`config.mk`:
```
export PLATFORM = sky130hd
export DESIGN_NAME = broadphase_pair_finder_unit
export DESIGN_NICKNAME = d
export VERILOG_FILES = /design/src/rtl/bpf_pkg.sv /design/src/rtl/bpf_lane.sv /design/src/rtl/bpf_merge.sv /design/src/rtl/broadphase_pair_finder_unit.sv
export SDC_FILE = /design/constraint.sdc
export NUM_CORES = 2
export LEC_CHECK = 0
export ABC_AREA = 0
export BUFFER_PORTS_ARGS = -buffer_cell sky130_fd_sc_hd__buf_4
export CAP_MARGIN = 40
export CORE_MARGIN = 2
export CORE_UTILIZATION = 40
export CTS_CLUSTER_SIZE = 24
export DETAILED_ROUTE_END_ITERATION = 12
export PLACE_DENSITY_LB_ADDON = 0.12
export REMOVE_ABC_BUFFERS = 1
export SETUP_SLACK_MARGIN = 0.4
export SLEW_MARGIN = 5
export SYNTH_ARGS = -nofsm -noshare
export SYNTH_HDL_FRONTEND = slang
export SYNTH_HIERARCHICAL = 1
export SYNTH_SLANG_ARGS = --single-unit
```
`constraint.sdc`:
```
create_clock -name clock -period 13.75 [get_ports clock]
set_input_delay 2.75 -clock clock [delete_from_list [all_inputs] [get_ports clock]]
set_output_delay 2.75 -clock clock [all_outputs]
set_load 0.1 [all_outputs]
```
`src/rtl/bpf_pkg.sv`:
```
// Shared types and constants of the broadphase pair finder.
// Used by every module of the block; depends on nothing.
package bpf_pkg;

   localparam int ID_BITS   = 3;
   localparam int MAX_SLOTS = 8;

   localparam logic [1:0] OP_ADD     = 2'd0;
   localparam logic [1:0] OP_REMOVE  = 2'd1;
   localparam logic [1:0] OP_UPDATE  = 2'd2;
   localparam logic [1:0] OP_COMPUTE = 2'd3;

   localparam logic [1:0] ST_OK        = 2'd0;
   localparam logic [1:0] ST_PRESENT   = 2'd1;
   localparam logic [1:0] ST_ABSENT    = 2'd2;
   localparam logic [1:0] ST_UNBOUNDED = 2'd3;

   typedef struct packed {
      logic [1:0]         opcode;
      logic [2:0]         body_id;
      logic               is_bounded;
      logic               mass_infinite;
      logic               is_active;
      logic signed [31:0] min_x;
      logic signed [31:0] max_x;
      logic signed [31:0] min_y;
      logic signed [31:0] max_y;
      logic signed [31:0] min_z;
      logic signed [31:0] max_z;
   } req_word_type;

   typedef struct packed {
      logic [1:0] status;
      logic       pair_valid;
      logic [2:0] first_id;
      logic [2:0] second_id;
      logic       last;
   } rsp_word_type;

   typedef struct packed {
      logic present;
      logic bounded;
      logic infinite;
      logic active;
   } slot_flags_type;

   typedef struct packed {
      logic clear;
      logic write;
      logic start;
      logic step;
      logic pop;
   } merge_ctl_type;

   typedef struct packed {
      logic       ready;
      logic       none;
      logic       last;
      logic [2:0] first_id;
      logic [2:0] second_id;
   } pick_type;

endpackage

```
`src/rtl/bpf_lane.sv`:
```
// One pair-test lane: checks the current row body against this lane's slot.
// Depends on bpf_pkg.
module bpf_lane #(
   parameter int LANE_ID    = 0,
   parameter int NUM_AXES   = 3,
   parameter int COORD_BITS = 32
) (
   input  bpf_pkg::slot_flags_type                row_flags,
   input  bpf_pkg::slot_flags_type                own_flags,
   input  logic [2:0]                             row_id,
   input  logic                                   row_unbounded,
   input  logic [1:0]                             axes_in_use,
   input  logic [NUM_AXES-1:0][COORD_BITS-1:0]    row_lo,
   input  logic [NUM_AXES-1:0][COORD_BITS-1:0]    row_hi,
   input  logic [NUM_AXES-1:0][COORD_BITS-1:0]    own_lo,
   input  logic [NUM_AXES-1:0][COORD_BITS-1:0]    own_hi,
   output logic                                   hit
);

   logic overlap;
   logic row_ok;
   logic own_ok;
   logic keep;
   logic above;

   always_comb begin
      overlap = (axes_in_use != 2'd0);
      for (int a = 0; a < NUM_AXES; a++) begin
         if (2'(a) < axes_in_use) begin
            if ($signed(row_lo[a]) > $signed(own_hi[a]) ||
                $signed(own_lo[a]) > $signed(row_hi[a])) begin
               overlap = 1'b0;
            end
         end
      end
      row_ok = row_flags.present && (row_flags.bounded != row_unbounded);
      own_ok = own_flags.present && own_flags.bounded;
      keep   = !(row_flags.infinite && own_flags.infinite) &&
               (row_flags.active || own_flags.active);
      above  = 3'(LANE_ID) > row_id;
      hit    = row_ok && own_ok && keep && (row_unbounded || (above && overlap));
   end

endmodule

```
`src/rtl/bpf_merge.sv`:
```
// Merging stage: stores the hit mask of each scanned row and hands out the
// pairs in order, one per request. Depends on bpf_pkg.
module bpf_merge #(
   parameter int NSLOT = 8,
   parameter int NROWS = 16
) (
   input  logic                       clock,
   input  logic                       reset,
   input  bpf_pkg::merge_ctl_type     ctl,
   input  logic [$clog2(NROWS)-1:0]   wr_row,
   input  logic [NSLOT-1:0]           wr_mask,
   output bpf_pkg::pick_type          pick
);

   localparam int RB = $clog2(NROWS);
   localparam int SB = $clog2(NSLOT);
   localparam int CW = $clog2(NSLOT * NSLOT + 1);

   logic [NSLOT-1:0] mask_ff [NROWS];
   logic [CW-1:0]    count_ff, count_in;
   logic [RB-1:0]    row_ff, row_in;
   logic [NSLOT-1:0] cur_ff, cur_in;
   logic [CW-1:0]    pop_cnt;
   logic [SB-1:0]    low;
   logic [RB-1:0]    nxt_row;
   logic [RB-1:0]    row_slot;

   always_comb begin
      pop_cnt = '0;
      for (int k = 0; k < NSLOT; k++) begin
         pop_cnt = pop_cnt + CW'(wr_mask[k]);
      end
      low = '0;
      for (int k = NSLOT - 1; k >= 0; k--) begin
         if (cur_ff[k]) begin
            low = SB'(k);
         end
      end
      nxt_row  = row_ff + 1'b1;
      row_slot = (row_ff >= RB'(NSLOT)) ? row_ff - RB'(NSLOT) : row_ff;

      count_in = count_ff;
      row_in   = row_ff;
      cur_in   = cur_ff;
      if (ctl.clear) begin
         count_in = '0;
      end
      if (ctl.write) begin
         count_in = count_ff + pop_cnt;
      end
      if (ctl.start) begin
         row_in = '0;
         cur_in = mask_ff[0];
      end
      if (ctl.step) begin
         row_in = nxt_row;
         cur_in = mask_ff[nxt_row];
      end
      if (ctl.pop) begin
         cur_in[low] = 1'b0;
         count_in    = count_ff - 1'b1;
      end

      pick.ready     = |cur_ff;
      pick.none      = (count_ff == '0);
      pick.last      = (count_ff == CW'(1));
      pick.first_id  = 3'(row_slot);
      pick.second_id = 3'(low);
   end

   always_ff @(posedge clock) begin
      if (reset) begin
         count_ff <= '0;
         row_ff   <= '0;
         cur_ff   <= '0;
      end else begin
         count_ff <= count_in;
         row_ff   <= row_in;
         cur_ff   <= cur_in;
      end
   end

   always_ff @(posedge clock) begin
      if (ctl.write) begin
         mask_ff[wr_row] <= wr_mask;
      end
   end

endmodule

```
`src/rtl/broadphase_pair_finder_unit.sv`:
```
// Broadphase pair finder: body slot table, one pair-test lane per slot, merging stage.
// Add, remove and update words each give one result word.
// Compute words scan 2*slots rows, one row per cycle, then step past empty rows and
// give one result word per pair, or a single word when there is no pair.
// One word is in work at a time. Synchronous active-high reset empties the table
// and sets axes_in_use to 3; interval storage is not cleared.
module broadphase_pair_finder_unit #(
   parameter int MAX_BODIES = 8,
   parameter int NUM_AXES   = 3,
   parameter int COORD_BITS = 32
) (
   input  logic                  clock,
   input  logic                  reset,
   input  logic                  req_valid,
   output logic                  req_stall,
   input  bpf_pkg::req_word_type req_word,
   output logic                  rsp_valid,
   input  logic                  rsp_stall,
   output bpf_pkg::rsp_word_type rsp_word,
   input  logic                  csr_valid,
   output logic                  csr_ready,
   input  logic [1:0]            csr_data
);

   localparam int NSLOT = (MAX_BODIES < bpf_pkg::MAX_SLOTS) ? MAX_BODIES : bpf_pkg::MAX_SLOTS;
   localparam int SB    = $clog2(NSLOT);
   localparam int NROWS = 2 * NSLOT;
   localparam int RB    = $clog2(NROWS);

   localparam logic [1:0] S_IDLE  = 2'd0;
   localparam logic [1:0] S_SCAN  = 2'd1;
   localparam logic [1:0] S_CHECK = 2'd2;
   localparam logic [1:0] S_EMIT  = 2'd3;

   typedef logic [NUM_AXES-1:0][COORD_BITS-1:0] coords_type;

   bpf_pkg::slot_flags_type flags_ff [NSLOT];
   bpf_pkg::slot_flags_type flags_in [NSLOT];
   coords_type              lo_ff [NSLOT];
   coords_type              lo_in [NSLOT];
   coords_type              hi_ff [NSLOT];
   coords_type              hi_in [NSLOT];
   logic [1:0]              state_ff, state_in;
   logic [RB-1:0]           row_ff, row_in;
   logic [1:0]              axes_ff, axes_in;
   logic                    rsp_valid_ff, rsp_valid_in;
   bpf_pkg::rsp_word_type   rsp_word_ff, rsp_word_in;

   logic                    out_free;
   logic                    req_take;
   logic                    in_range;
   logic [SB-1:0]           slot_idx;
   bpf_pkg::slot_flags_type cur_flags;
   coords_type              new_lo, new_hi;
   logic                    row_unb;
   logic [RB-1:0]           row_full;
   logic [SB-1:0]           row_slot;
   logic [NSLOT-1:0]        hits;
   bpf_pkg::merge_ctl_type  mctl;
   bpf_pkg::pick_type       pick;

   function automatic logic [COORD_BITS-1:0] coord(input logic [31:0] raw);
      logic [63:0] ext;
      ext = {{32{raw[31]}}, raw};
      return ext[COORD_BITS-1:0];
   endfunction

   always_comb begin
      for (int a = 0; a < NUM_AXES; a++) begin
         unique case (a)
            0: begin
               new_lo[a] = coord(req_word.min_x);
               new_hi[a] = coord(req_word.max_x);
            end
            1: begin
               new_lo[a] = coord(req_word.min_y);
               new_hi[a] = coord(req_word.max_y);
            end
            default: begin
               new_lo[a] = coord(req_word.min_z);
               new_hi[a] = coord(req_word.max_z);
            end
         endcase
      end
   end

   assign out_free  = !rsp_valid_ff || !rsp_stall;
   assign req_stall = (state_ff != S_IDLE) || !out_free;
   assign req_take  = req_valid && !req_stall;
   assign in_range  = int'(req_word.body_id) < MAX_BODIES;
   assign slot_idx  = req_word.body_id[SB-1:0];
   assign cur_flags = flags_ff[slot_idx];
   assign csr_ready = 1'b1;
   assign rsp_valid = rsp_valid_ff;
   assign rsp_word  = rsp_word_ff;

   assign row_unb  = (row_ff >= RB'(NSLOT));
   assign row_full = row_unb ? row_ff - RB'(NSLOT) : row_ff;
   assign row_slot = row_full[SB-1:0];

   for (genvar j = 0; j < NSLOT; j++) begin : g_lane
      bpf_lane #(
         .LANE_ID   (j),
         .NUM_AXES  (NUM_AXES),
         .COORD_BITS(COORD_BITS)
      ) u_lane (
         .row_flags    (flags_ff[row_slot]),
         .own_flags    (flags_ff[j]),
         .row_id       (3'(row_slot)),
         .row_unbounded(row_unb),
         .axes_in_use  (axes_ff),
         .row_lo       (lo_ff[row_slot]),
         .row_hi       (hi_ff[row_slot]),
         .own_lo       (lo_ff[j]),
         .own_hi       (hi_ff[j]),
         .hit          (hits[j])
      );
   end

   bpf_merge #(
      .NSLOT(NSLOT),
      .NROWS(NROWS)
   ) u_merge (
      .clock  (clock),
      .reset  (reset),
      .ctl    (mctl),
      .wr_row (row_ff),
      .wr_mask(hits),
      .pick   (pick)
   );

   always_comb begin
      flags_in     = flags_ff;
      lo_in        = lo_ff;
      hi_in        = hi_ff;
      state_in     = state_ff;
      row_in       = row_ff;
      axes_in      = (csr_valid && csr_ready) ? csr_data : axes_ff;
      rsp_valid_in = rsp_valid_ff && rsp_stall;
      rsp_word_in  = rsp_word_ff;
      mctl         = '0;

      unique case (state_ff)
         S_IDLE: begin
            if (req_take) begin
               rsp_word_in      = '0;
               rsp_word_in.last = 1'b1;
               unique case (req_word.opcode)
                  bpf_pkg::OP_ADD: begin
                     rsp_valid_in = 1'b1;
                     if (!in_range) begin
                        rsp_word_in.status = bpf_pkg::ST_ABSENT;
                     end else if (cur_flags.present) begin
                        rsp_word_in.status = bpf_pkg::ST_PRESENT;
                     end else begin
                        rsp_word_in.status       = bpf_pkg::ST_OK;
                        flags_in[slot_idx].present  = 1'b1;
                        flags_in[slot_idx].bounded  = req_word.is_bounded;
                        flags_in[slot_idx].infinite = req_word.mass_infinite;
                        flags_in[slot_idx].active   = req_word.is_active;
                        if (req_word.is_bounded) begin
                           lo_in[slot_idx] = new_lo;
                           hi_in[slot_idx] = new_hi;
                        end
                     end
                  end
                  bpf_pkg::OP_REMOVE: begin
                     rsp_valid_in = 1'b1;
                     if (!in_range || !cur_flags.present) begin
                        rsp_word_in.status = bpf_pkg::ST_ABSENT;
                     end else begin
                        rsp_word_in.status = bpf_pkg::ST_OK;
                        flags_in[slot_idx] = '0;
                     end
                  end
                  bpf_pkg::OP_UPDATE: begin
                     rsp_valid_in = 1'b1;
                     if (!in_range || !cur_flags.present) begin
                        rsp_word_in.status = bpf_pkg::ST_ABSENT;
                     end else if (!cur_flags.bounded) begin
                        rsp_word_in.status = bpf_pkg::ST_UNBOUNDED;
                     end else begin
                        rsp_word_in.status          = bpf_pkg::ST_OK;
                        flags_in[slot_idx].infinite = req_word.mass_infinite;
                        flags_in[slot_idx].active   = req_word.is_active;
                        lo_in[slot_idx]             = new_lo;
                        hi_in[slot_idx]             = new_hi;
                     end
                  end
                  bpf_pkg::OP_COMPUTE: begin
                     rsp_word_in = rsp_word_ff;
                     mctl.clear  = 1'b1;
                     row_in      = '0;
                     state_in    = S_SCAN;
                  end
               endcase
            end
         end
         S_SCAN: begin
            mctl.write = 1'b1;
            row_in     = row_ff + 1'b1;
            if (row_ff == RB'(NROWS - 1)) begin
               state_in = S_CHECK;
            end
         end
         S_CHECK: begin
            if (pick.none) begin
               if (out_free) begin
                  rsp_valid_in     = 1'b1;
                  rsp_word_in      = '0;
                  rsp_word_in.last = 1'b1;
                  state_in         = S_IDLE;
               end
            end else begin
               mctl.start = 1'b1;
               state_in   = S_EMIT;
            end
         end
         S_EMIT: begin
            if (!pick.ready) begin
               mctl.step = 1'b1;
            end else if (out_free) begin
               rsp_valid_in           = 1'b1;
               rsp_word_in.status     = bpf_pkg::ST_OK;
               rsp_word_in.pair_valid = 1'b1;
               rsp_word_in.first_id   = pick.first_id;
               rsp_word_in.second_id  = pick.second_id;
               rsp_word_in.last       = pick.last;
               mctl.pop               = 1'b1;
               if (pick.last) begin
                  state_in = S_IDLE;
               end
            end
         end
      endcase
   end

   always_ff @(posedge clock) begin
      if (reset) begin
         state_ff     <= S_IDLE;
         row_ff       <= '0;
         axes_ff      <= 2'd3;
         rsp_valid_ff <= 1'b0;
         for (int s = 0; s < NSLOT; s++) begin
            flags_ff[s] <= '0;
         end
      end else begin
         state_ff     <= state_in;
         row_ff       <= row_in;
         axes_ff      <= axes_in;
         rsp_valid_ff <= rsp_valid_in;
         flags_ff     <= flags_in;
      end
   end

   always_ff @(posedge clock) begin
      lo_ff       <= lo_in;
      hi_ff       <= hi_in;
      rsp_word_ff <= rsp_word_in;
   end

endmodule

```
==> results.yml <==
run_status:
  status: "finished, final reports clean"
timing:
  fin_skew_ns: 0.04215
  finalHoldViolations: 0
  finalCritPeriodShare: 0.7243
  tns_ns: 0
  slew_violations: 0
  finalSetupViolations: 0
  tightest_slew_ns: 1.080
  relSlewSlack: 0.2798
  max_freq_mhz: 100.4
  rsz0062_at_grt: "false"
  period_needed_ns: 9.959
final_layout:
  syn_to_final_growth_pct: 13.33
  final_util: 0.4554
  n_fill_cell: 22940
  drive_gt1_frac: 0.1642
  nets: 9872
critical_path:
  crit_cells: 29
  arrival_ns: 10.71
  crit_buf_inv: 8
  ff2ff_setup_slack_ns: 3.79
  crit_path_max_incr_delay_ns: 0.70
  worstPathRequired_ns: 14.50
  critPathKind: "reg -> reg"
  cpMostUsedCell: "fa_1"
  critPathTopFamily: "compound AO/OA/AOI/OAI gates"
  timing.rr.end: "u_merge/count_ff[4]$_SDFFE_PP0P_"
  cp_max_fo: 85
  crit_path_start: "row_ff[1]$_SDFFE_PP0P_"
  critical_path.endpoint: "u_merge/count_ff[4]$_SDFFE_PP0P_"
  reg2reg_from: "row_ff[1]$_SDFFE_PP0P_"
  start_kind: "register"
  crit_path_top_delay_cell: "dfxtp_4"
  end_kind: "register"
  ff2ff_path_depth: 29
synthesis:
  yosys-top-cells-area: "edfxtp_1 (49%), ha_1 (17%), mux4_2 (9.4%)"
  ys_seq_area_frac: 0.5049
  synth.most_common_cell: "edfxtp_1"
  yosysTopAreaCell: "edfxtp_1"
  ys_types: 109
  synth_edf_count: 1674
  ys_warn_count: 6
  synth_flop_cell: "edfxtp_1"
  syn-cell-area_um2: 101900
  yosys-top-cells-count: "edfxtp_1 (1674), inv_1 (1431), ha_1 (1361)"
  synth_top_area_share: 0.4931
  postSynthAreaPerCell_um2: 12.88
  synth-seq-cells: 1734
  synthCells: 7912
  async_reset_ff_frac: 0
cts:
  worstSkewPairLatency_ns: 0.88
  cts.sinks: 1734
  cts_setup_buffers: 0
  ctsResizeCount: 0
  cts_tree: "built"
  cts.path.max_buffers: 3
  ctsHtreeMaxLevel: 4
  cts_hold_buffers: 0
  clkTransAtPathRegs_ns: 0.06
  root_buffer: "clkbuf_16"
  numCtsBuffers: 197
global_routing:
  grt_pass1_wl_um: 483300
  antenna_found_initial: 58
  grt_overflow_total: 0
  grt_pass1_vias: 68600
  grt_usage: 0.2572
  grt_max_degree: 106
detailed_routing:
  routed_wl_um: 336200
  drtIter0Drc: 5886
  drc: 0
  num_vias: 67640
  postRouteAntennaNets: 0
  drtPass1Iterations: 5
  wl_per_cell_um: 28.36
  via_per_inst: 5.706
power_and_ir_drop:
  pwr_density_cell_nw_per_um2: 114.7
  total_power_uw: 13250
  vdd.ir_drop.worst_uv: 115.7
  pwr-share-comb: 0.134
  p_seq_frac: 0.440
  power.switching_uw: 3407
  p_int_uw: 9839
  p_sw_frac: 0.2572
  clkPwrFrac: 0.426
  power.leakage_uw: 0.04718
hold_path:
  worstHoldPathCells: 2
  hold_path_class: "reg -> reg"
floorplan:
  initial_core_util: 0.4018
  io_pins: 220
  coreArea_um2: 253700
  num_rows: 185
  die_area_um2: 258900
  die_x_um: 508.8
  die_h_um: 508.8
placed_design:
  place_congestion: 0.9243
  portBuffers: 218
  dpl.hpwl_um: 244800
run:
  maxCapViolCount: 0
## power groups by stage
| stage | Sequential [uW] | Clock (uW) | Combinational [uW] |
|---|---|---|---|
| after global placement | 5940 | 0 | 1730 |
| after global routing | 5820 | 5940 | 1960 |
| after detailed placement | 5940 | 0 | 1770 |
| final | 5830 | 5640 | 1780 |
| after floorplan | 6030 | 0 | 1310 |
| after CTS | 5820 | 5750 | 1780 |
## routing by layer
| layer | part of all wire | GRT usage | vias up |
|---|---|---|---|
| met5 | 0.00051 | 0 | - |
| met4 | 0.031 | 0.08234 | 30 |
| met3 | 0.054 | 0.03826 | 437 |
| met2 | 0.47 | 0.4139 | 1947 |
| met1 | 0.45 | 0.3569 | 34550 |
| li1 | - | - | 30680 |
## how the worst min path moves through the flow
stage	from	endpoint	slack [ns]
3_5_place_dp	flags_ff[21]$_SDFFE_PP0P_	flags_ff[21]$_SDFFE_PP0P_	0.48
4_1_cts	flags_ff[21]$_SDFFE_PP0P_	flags_ff[21]$_SDFFE_PP0P_	0.49
3_3_place_gp	flags_ff[21]$_SDFFE_PP0P_	flags_ff[21]$_SDFFE_PP0P_	0.47
5_1_grt	flags_ff[21]$_SDFFE_PP0P_	flags_ff[21]$_SDFFE_PP0P_	0.51
2_1_floorplan	flags_ff[20]$_SDFFE_PP0P_	flags_ff[20]$_SDFFE_PP0P_	0.45
6_report	flags_ff[21]$_SDFFE_PP0P_	flags_ff[21]$_SDFFE_PP0P_	0.50
## layout by cell type (no fill, tap or decap), types with 133 or more instances in the layout
| cell type | n |
|---|---|
| nor2_1 | 133 |
| ha_1 | 1361 |
| o21ai_0 | 157 |
| nand2_1 | 342 |
| clkbuf_16 | 197 |
| a21oi_1 | 526 |
| mux4_2 | 426 |
| a21o_1 | 163 |
| inv_1 | 1431 |
| edfxtp_1 | 1674 |
| nand3_1 | 135 |
| buf_4 | 312 |
| mux2_2 | 202 |
| nand4_1 | 284 |
## cells by family after synthesis
family	count (synthesis)	synth area share
adder cells (fa/ha/maj)	1366	0.1680
AND/OR/NAND/NOR	1264	0.06579
AO/OA/AOI/OAI	1279	0.08036
flip-flops	1734	0.5049
multiplexers	657	0.1196
buffers and inverters	1597	0.05981
XOR/XNOR	14	0.001497
other	1	0.00003679
## final cells by class
type / count / area (um^2) / area share
tap: 3366 / 4212 / 0.03646
clock inverter: 151 / 1909 / 0.01653
sequential: 1734 / 51480 / 0.4456
clock buffer: 216 / 5001 / 0.04329
multi-input combinational: 4581 / 44540 / 0.3855
timing repair buffer: 353 / 2958 / 0.02560
antenna: 21 / 52.55 / 0.0004549
inverter: 1432 / 5375 / 0.04653
## sequential cells by signal, indices dropped and copies added (netlist names), 4 cells and up
signal            count
u_merge/cur_ff        8
u_merge/count_ff      7
u_merge/row_ff        4
row_ff                4
hi_ff               768
rsp_word             10
lo_ff               768
u_merge/mask_ff     128
flags_ff             32
## metrics by stage
stage | std cells | setup WS (ns) | area [um^2] | hold slack [ns]
6_report | 11850 | 3.791 | 115500 | 0.4979
5_1_grt | 11850 | 3.242 | 115500 | 0.5132
4_1_cts | 11830 | 3.836 | 115500 | 0.4897
3_5_place_dp | 11470 | 3.841 | 108600 | 0.4817
3_3_place_gp | 11420 | 2.700 | 108100 | 0.4673
2_1_floorplan | 7747 | -8.924 | 101200 | 0.4514
## tightest hold or removal path, cell delays in order, from the launching register on
cell and delay [ns]:
dfxtp_1 0.32, o31ai_1 0.07, a21oi_1 0.06
(Power assumes the default switching activity.)
